## src/rmf_pkg.sv

```systemverilog
// ----------------------------------------------------------------------------
// Running median filter package
// Widths and fixed constants shared by the filter's modules.
// ----------------------------------------------------------------------------
`default_nettype none

package rmf_pkg;

  localparam int SAMPLE_W   = 16;
  localparam int CFG_W      = 6;
  localparam int MIN_WINDOW = 3;

endpackage : rmf_pkg

`default_nettype wire

```

## src/rmf_ram.sv

```systemverilog
// ----------------------------------------------------------------------------
// Generic simple dual-port RAM
// One write port and one read port, read data registered.
// ----------------------------------------------------------------------------
`default_nettype none

module rmf_ram #(
  parameter int WIDTH = 16,
  parameter int DEPTH = 32
) (
  input  wire logic                     clk,
  input  wire logic                     we,
  input  wire logic [$clog2(DEPTH)-1:0] waddr,
  input  wire logic [WIDTH-1:0]         wdata,
  input  wire logic [$clog2(DEPTH)-1:0] raddr,
  output logic      [WIDTH-1:0]         rdata
);

  logic [WIDTH-1:0] mem [DEPTH];

  always_ff @(posedge clk) begin
    if (we) begin
      mem[waddr] <= wdata;
    end
    rdata <= mem[raddr];
  end

endmodule : rmf_ram

`default_nettype wire

```

## src/running_median_filter.sv

```systemverilog
// ----------------------------------------------------------------------------
// Running median filter
// Median of the last window_size samples, one result per sample.
// ----------------------------------------------------------------------------
// The block keeps every stored sample in a sorted list, each entry tagged with
// its slot in the circular window. A sample of zero is stored as one. For each
// accepted sample one merge pass walks the old list from one RAM bank into the
// other: the entry whose tag matches the slot being overwritten is dropped and
// the new sample is inserted at its place in order. While the merged list is
// written out the walk counts the entries that belong to the current fill and
// captures the one at position fill/2, which is the median (the larger middle
// value for an even count). One sample occupies the block from its transfer
// until in_ready returns: the walk reads the L entries of the list (at most
// MAX_WINDOW) through the single read port of the list RAM, which delivers
// one entry per cycle except while the walk holds its address to insert the
// new sample; the block also presents the first address, closes the walk and
// hands the median to the output, waiting while an earlier one is untaken. The
// next sample may be transferred while a finished median still waits on the
// output. The window_size register
// is clamped to 3..MAX_WINDOW and should only be changed while the block is
// idle; after a change without reset, entries not written since reset give an
// undefined median until they are written. There is no clearing pass.
// ----------------------------------------------------------------------------
`default_nettype none

module running_median_filter #(
  parameter int MAX_WINDOW = 32
) (
  input  wire logic                         clk,
  input  wire logic                         rst_n,
  // Configuration
  input  wire logic                         cfg_write_en,
  input  wire logic [rmf_pkg::CFG_W-1:0]    cfg_window_size,
  // Sample input
  input  wire logic                         in_valid,
  output logic                              in_ready,
  input  wire logic [rmf_pkg::SAMPLE_W-1:0] in_sample,
  // Median output
  output logic                              out_valid,
  input  wire logic                         out_ready,
  output logic      [rmf_pkg::SAMPLE_W-1:0] out_median_value
);

  import rmf_pkg::*;

  // Tag width indexes a window slot; count width can also hold MAX_WINDOW.
  localparam int IDXW  = $clog2(MAX_WINDOW);
  localparam int CNTW  = $clog2(MAX_WINDOW + 1);
  localparam int CMPW  = (CNTW > CFG_W) ? CNTW : CFG_W;
  localparam int ENTW  = SAMPLE_W + IDXW;

  typedef enum logic [1:0] {
    ST_IDLE,
    ST_PRIME,
    ST_WALK,
    ST_HOLD
  } state_t;

  state_t              state_r;
  logic [CFG_W-1:0]    wsize_r;
  logic [IDXW-1:0]     wpos_r;
  logic [CNTW-1:0]     fill_r;
  logic [CNTW-1:0]     len_r;
  logic                bank_r;
  logic [SAMPLE_W-1:0] smp_r;
  logic [IDXW-1:0]     tag_r;
  logic [CNTW-1:0]     rj_r;
  logic [CNTW-1:0]     wj_r;
  logic [CNTW-1:0]     mcnt_r;
  logic                ins_done_r;
  logic [SAMPLE_W-1:0] med_r;
  logic                out_valid_r;
  logic [SAMPLE_W-1:0] out_med_r;

  // ---------------------------------------------------------------------------
  // Window bookkeeping at the transfer of a sample
  // ---------------------------------------------------------------------------
  logic [CMPW-1:0]     wsize_ext;
  logic [CNTW-1:0]     win_len;
  logic [IDXW-1:0]     wpos_eff;
  logic [CNTW-1:0]     wpos_inc;
  logic [IDXW-1:0]     wpos_nxt;
  logic [CNTW-1:0]     fill_cut;
  logic [CNTW-1:0]     fill_nxt;
  logic [SAMPLE_W-1:0] smp_nxt;
  logic                in_xfer;

  assign wsize_ext = CMPW'(wsize_r);

  always_comb begin
    priority if (wsize_ext > CMPW'(MAX_WINDOW)) begin
      win_len = CNTW'(MAX_WINDOW);
    end else if (wsize_ext < CMPW'(MIN_WINDOW)) begin
      win_len = CNTW'(MIN_WINDOW);
    end else begin
      win_len = wsize_ext[CNTW-1:0];
    end
  end

  always_comb begin
    wpos_eff = (CNTW'(wpos_r) >= win_len) ? '0 : wpos_r;
    wpos_inc = CNTW'(wpos_eff) + CNTW'(1);
    wpos_nxt = (wpos_inc >= win_len) ? '0 : wpos_inc[IDXW-1:0];
    fill_cut = (fill_r > win_len) ? win_len : fill_r;
    fill_nxt = (fill_cut < win_len) ? fill_cut + CNTW'(1) : fill_cut;
    smp_nxt  = (in_sample == '0) ? SAMPLE_W'(1) : in_sample;
  end

  assign in_ready = (state_r == ST_IDLE);
  assign in_xfer  = in_valid && in_ready;

  // ---------------------------------------------------------------------------
  // Sorted list, ping-pong between two banks
  // ---------------------------------------------------------------------------
  logic [ENTW-1:0]     rd_a;
  logic [ENTW-1:0]     rd_b;
  logic [ENTW-1:0]     rd_ent;
  logic [SAMPLE_W-1:0] cur_val;
  logic [IDXW-1:0]     cur_tag;
  logic                cur_valid;
  logic                take_new;
  logic                consume;
  logic                emit;
  logic [SAMPLE_W-1:0] emit_val;
  logic [IDXW-1:0]     emit_tag;
  logic [CNTW-1:0]     rd_addr;
  logic [CNTW-1:0]     med_pos;
  logic                walking;

  assign walking   = (state_r == ST_WALK);
  assign rd_ent    = bank_r ? rd_b : rd_a;
  assign cur_val   = rd_ent[ENTW-1:IDXW];
  assign cur_tag   = rd_ent[IDXW-1:0];
  assign cur_valid = (rj_r < len_r);
  assign med_pos   = fill_r >> 1;

  always_comb begin
    take_new = walking && !ins_done_r && (!cur_valid || (cur_val > smp_r));
    consume  = walking && !take_new && cur_valid;
    emit     = take_new || (consume && (cur_tag != tag_r));
    emit_val = take_new ? smp_r : cur_val;
    emit_tag = take_new ? tag_r : cur_tag;
    if (consume) begin
      rd_addr = rj_r + CNTW'(1);
    end else if (walking) begin
      rd_addr = rj_r;
    end else begin
      rd_addr = '0;
    end
  end

  // Bank select low: read bank A, write bank B.
  rmf_ram #(
    .WIDTH (ENTW),
    .DEPTH (MAX_WINDOW)
  ) u_list_a (
    .clk   (clk),
    .we    (emit && bank_r),
    .waddr (wj_r[IDXW-1:0]),
    .wdata ({emit_val, emit_tag}),
    .raddr (rd_addr[IDXW-1:0]),
    .rdata (rd_a)
  );

  rmf_ram #(
    .WIDTH (ENTW),
    .DEPTH (MAX_WINDOW)
  ) u_list_b (
    .clk   (clk),
    .we    (emit && !bank_r),
    .waddr (wj_r[IDXW-1:0]),
    .wdata ({emit_val, emit_tag}),
    .raddr (rd_addr[IDXW-1:0]),
    .rdata (rd_b)
  );

  // ---------------------------------------------------------------------------
  // Sequencer, state and registered outputs
  // ---------------------------------------------------------------------------
  always_ff @(posedge clk) begin
    if (!rst_n) begin
      state_r     <= ST_IDLE;
      wsize_r     <= CFG_W'(MIN_WINDOW);
      wpos_r      <= '0;
      fill_r      <= '0;
      len_r       <= '0;
      bank_r      <= 1'b0;
      out_valid_r <= 1'b0;
      rj_r        <= '0;
      wj_r        <= '0;
      mcnt_r      <= '0;
      ins_done_r  <= 1'b0;
    end else begin
      if (cfg_write_en) begin
        wsize_r <= cfg_window_size;
      end
      // In the hold state the hand-over below sets the output flag itself.
      if (out_valid_r && out_ready && (state_r != ST_HOLD)) begin
        out_valid_r <= 1'b0;
      end

      unique case (state_r)
        ST_IDLE: begin
          if (in_xfer) begin
            smp_r      <= smp_nxt;
            tag_r      <= wpos_eff;
            wpos_r     <= wpos_nxt;
            fill_r     <= fill_nxt;
            rj_r       <= '0;
            wj_r       <= '0;
            mcnt_r     <= '0;
            ins_done_r <= 1'b0;
            state_r    <= ST_PRIME;
          end
        end
        ST_PRIME: begin
          // Address zero is presented; its entry shows in the next cycle.
          state_r <= ST_WALK;
        end
        ST_WALK: begin
          if (take_new) begin
            ins_done_r <= 1'b1;
          end
          if (consume) begin
            rj_r <= rj_r + CNTW'(1);
          end
          if (emit) begin
            wj_r <= wj_r + CNTW'(1);
            if (CNTW'(emit_tag) < fill_r) begin
              if (mcnt_r == med_pos) begin
                med_r <= emit_val;
              end
              mcnt_r <= mcnt_r + CNTW'(1);
            end
          end
          if (ins_done_r && !cur_valid) begin
            len_r   <= wj_r;
            bank_r  <= !bank_r;
            state_r <= ST_HOLD;
          end
        end
        ST_HOLD: begin
          if (!out_valid_r || out_ready) begin
            out_valid_r <= 1'b1;
            out_med_r   <= med_r;
            state_r     <= ST_IDLE;
          end
        end
        default: begin
          state_r <= ST_IDLE;
        end
      endcase
    end
  end

  assign out_valid        = out_valid_r;
  assign out_median_value = out_med_r;

endmodule : running_median_filter

`default_nettype wire
```

## config.mk

```make
export PLATFORM = sky130hd
export DESIGN_NAME = running_median_filter
export DESIGN_NICKNAME = d
export VERILOG_FILES = /design/src/rmf_pkg.sv /design/src/rmf_ram.sv /design/src/running_median_filter.sv
export SDC_FILE = /design/constraint.sdc
export NUM_CORES = 2
export LEC_CHECK = 0
export BUFFER_PORTS_ARGS = -buffer_cell sky130_fd_sc_hd__buf_2
export CAP_MARGIN = 25
export CORE_MARGIN = 4
export CORE_UTILIZATION = 30
export CTS_CLUSTER_SIZE = 10
export DETAILED_ROUTE_END_ITERATION = 10
export PLACE_DENSITY = 0.55
export SYNTH_ARGS = -nofsm -noshare
export SYNTH_HDL_FRONTEND = slang
export SYNTH_SLANG_ARGS = --single-unit
```

## constraint.sdc

```tcl
create_clock -name clk -period 19 [get_ports clk]
set_input_delay 2.85 -clock clk [delete_from_list [all_inputs] [get_ports clk]]
set_output_delay 2.85 -clock clk [all_outputs]
set_load 0.02 [all_outputs]
```

==> impl_summary.md <==
Status
The run finished with clean final reports.

Power and ir drop
The share of total power dissipated in the clock network is 36.4%. The worst IR drop on VDD is 0.100 mV. Of the total power, the share spent switching nets is 27.1%. The fraction of power consumed by combinational cells is 13.8%. The static leakage is approximately 23 nW. The internal cell power is around 5.9 mW. In this run, flip-flops and latches consume 49.8% of the power. The overall power after layout is between 8 and 9 mW. The net switching power is 2.22 mW. The total power divided by cell area is 117 mW/mm².

Finish
The layout-stage area growth over the synthesis result is 13.8%. The count of fill cells added during filler insertion is 19.8k. The area occupied by multi-input gates is approximately 0.017 mm². The sequential cell area in the final layout is around 0.044 mm². The share of final-layout standard cells stronger than drive strength 1 is 11.1%. The final cell area excluding filler cells is about 0.07 mm². At the end of the flow, the number of nets in the layout was ~4.6k.

Timing
The final critical path time including I/O delays and setup is 7230 ps. In the finished design, the share of the clock period the worst path needs comes to 38.1%. The final count of pins violating max slew is 0.

The accumulated negative setup slack is 0 ps. Derived from the worst setup path, the maximum achievable clock frequency is around 140 MHz. Setup repair after global routing left no endpoint under its margin.

The transition time at the pin with the least slew margin is approximately 1200 ps. The clock arrives with 30.3 ps of skew. Measured against its own limit, the worst slew margin works out to 20.6%. The count of final setup violators is 0. The number of endpoints with negative hold slack in the final report came to 0. The minimum setup slack in the final design is 11770 ps. The worst hold slack is between 400 and 500 ps.

Flow run
The max-cap check violation count is 0.

Global route
The via count of the first global-routing pass came to between 30k and 40k. The total track usage is ~17%. After global routing the overflow that remains totals 0. Entering global routing, the biggest net connects 173 pins. The global-route wire length before repair is 269000 µm. The number of antenna violations at the first check in global routing is 13.

Worst setup path
By instance count, the cell type seen most on the critical path is buf_4. The total buffers and inverters traversed by the critical path is 5. The largest single stage delay on the critical path is 780 ps. The startpoint kind of the worst setup timing path is a flip-flop. The endpoint arrival time on the critical path is 7850 ps. The slowest stage of the critical path is the buf_4 cell. Walking the worst path, the cells encountered are buf_4 > mux2_2 > ha_1 > a21oi_1 > nand2_1 > a21oi_1 > nor4b_1 > mux2_2 > buf_4 > and2_4 > buf_4 > buf_4 > buf_4 > nand2_1 > nand3_1 > a21oi_1 > nor4_1. For the worst setup path, the data required time is 19620 ps.

The gate family responsible for the most delay along the worst path is buffers and inverters. The sort of element at the end of the critical path is a flip-flop. The critical path is of the reg -> reg type.

Along the worst path, the maximum fanout reaches 67.

Route
The first detailed-routing pass took 6 iterations. The detailed router finished its first iteration with ~4.6k violations. The average via count per standard cell is 5.42.

The average wire per cell in the routed design is 25.6 µm. The remaining antenna violation count after routing is 0. Summed over all layers, the routed wires come to roughly 190000 µm. The number of remaining DRC errors is 0. The routed layout has 39.7k vias.

Logic synthesis
The most used flip-flop cell after synthesis is edfxtp_1. The number of flip-flops and latches in the synthesized netlist is 1485. Summed over its instances, the top area cell type makes up 68.1% of the synthesized netlist area. The mean cell area of the mapped netlist is between 10 and 15 µm².

Of the total synthesized cell area, the portion taken by XOR and XNOR cells is 0.356%. The cell area after synthesis is 0.0616 mm². Yosys attributes the largest share of cell area to edfxtp_1, nand2_1, and3_1, dfxtp_1, a2111oi_0. The number of synthesized flops with an enable pin is between 1k and 1.5k.

Of the synthesized area, sequential elements account for between 70% and 80%. Multiplexer cells account for 2.19% of the synthesized area. The cell type with the largest total area after synthesis is edfxtp_1. Summing the areas of all and, or, nand and nor instances in the mapped netlist gives 11.9% of the synthesized area. The synthesized netlist devotes 10.4% of its cell area to compound gates. The largest family of logic cells by synthesized area is simple AND/OR/NAND/NOR gates. During synthesis, Yosys emitted a total of 0 warnings. The number of distinct library cells after synthesis is 73. The net count after synthesis is 4635. The number of instances in the synthesized netlist is 4550. The async set or reset register ratio after synthesis is 0%.

After Yosys synthesis, full adders, half adders and majority gates account for under 10% of the synthesized area.

Placed design
The placed cell area is 0.0652 mm². The number of input and output port buffers inserted is 44. Timing analysis after detailed placement gives a worst setup slack of 11820 ps. At the end of routability-driven placement, the weighted congestion stood at 0.826.

After legalization and detailed placement, the total HPWL measured between 100000 and 150000 µm.

Clock tree
The number of buffers inserted during clock tree synthesis is 170. The number of setup buffers added after CTS is 0. The TritonCTS clock tree is done. The clock-pin slew reported for the worst setup and hold paths after clock tree synthesis is 60 ps. The buffer depth of the longest clock path is 3. CTS placed an instance of clkbuf_16 at the clock tree root. For the worst-skew pair, the clock arrives at the later sink with an insertion delay of 810 ps. In this run, post-CTS repair resized a total of 0 instances. The number of buffers inserted for hold repair after clock tree synthesis is 0. In this run the number of H-tree levels came out at 4.

The CTS sink count is between 1k and 1.5k.

Hold path
The min-delay analysis places its worst path in the category reg -> reg.

Floorplan
The total I/O pin count is 45. In this run the core area contains ~170 standard-cell rows. The die covers 0.213 mm². The die is around 460 µm tall. The area of the core region is 0.204 mm².

Measured along the x axis, the die boundary spans 461 µm. The effective utilization at floorplan is roughly 30%.
[layout make-up]
type                       count  share of cell area (%)
inverter                      47                   0.252
sequential                  1485                    62.4
tap                         2688                    4.80
antenna                        2                 0.00714
clock buffer                 255                    6.61
timing repair buffer         176                    1.80
multi-input combinational   2641                    23.8
clock inverter                18                   0.379
[Yosys cell counts (40+ instances only)]
cell type  count
a31oi_1      168
nor2_1       111
inv_1         46
ha_1          58
o41ai_1       40
o221ai_1      41
edfxtp_1    1397
dfxtp_1       88
mux2i_1      109
o21ai_0       82
clkbuf_1     282
nand2_1      638
nand3_1      275
a211oi_1     179
and3_1       339
a2111oi_0    160
o22ai_1       44
buf_2         50
a21oi_1      122
[stage by stage]
stage                     instances  utilization [%]
after global routing           7310             34.3
after detailed placement       7035             31.9
after CTS                      7308             34.3
after floorplan                4550                -
after global placement         7031             31.9
final                          7312             34.3
[metal layers]
metal,vias up,wire length (µm),global-route usage (%)
li1,17600,-,-
met1,20200,79000,23.4
met2,1605,88200,27.7
met3,261,14400,3.08
met4,4,5220,5.38
met5,-,23,0
[sequential cells by signal, indices dropped and copies added (netlist names), 16 cells and up]
| signal | cells |
|---|---|
| out_median_value | 16 |
| u_list_a.rdata | 21 |
| med_r | 16 |
| u_list_b.rdata | 21 |
| u_list_a.mem | 672 |
| u_list_b.mem | 672 |
| smp_r | 16 |
[power groups by stage]
stage / clock network [mW] / logic, mW / registers [mW]
floorplan: 0 / 0.590 / 4.14
global placement: 0 / 1.10 / 4.13
detailed placement: 0 / 1.12 / 4.13
CTS: 3.03 / 1.12 / 4.07
global route: 3.16 / 1.21 / 4.07
finish: 2.97 / 1.12 / 4.07
[cell usage in the layout, fill, tap and decap left out, types with 14 or more instances in the layout]
master	n
nand2_1	635
ha_1	58
nor2_1	50
o41ai_1	40
o21ai_0	82
nand3_1	275
mux2i_1	108
xnor2_1	14
a2111oi_0	160
a21oi_4	20
clkbuf_16	172
and3_1	339
o221ai_1	41
a21o_1	16
nor2_4	20
a31oi_1	168
buf_4	125
clkbuf_1	81
nor2_2	41
a211oi_1	179
nor2b_1	27
o22ai_1	44
dfxtp_1	88
a21oi_1	102
o21ai_1	24
buf_2	46
inv_1	46
nor4_1	35
mux2_2	19
edfxtp_1	1397
[logic make-up after synthesis]
kind of cell	Yosys count
xor+xnor	25
flops	1485
mux	131
buf+inv	424
fa+ha+maj	58
compound gates	918
simple gates	1509
[path summary, 6_finish.rpt]
kind             start              endpoint  slack (ps)  cells after the start
min          med_r[13]  out_median_value[13]         410                      0
max reg2reg     bank_r     u_list_b.rdata[3]       11770                     17
max             bank_r     u_list_b.rdata[3]       11770                     17
min reg2reg  med_r[13]  out_median_value[13]         410                      0
No activity file was read; power rests on OpenSTA's default activity.
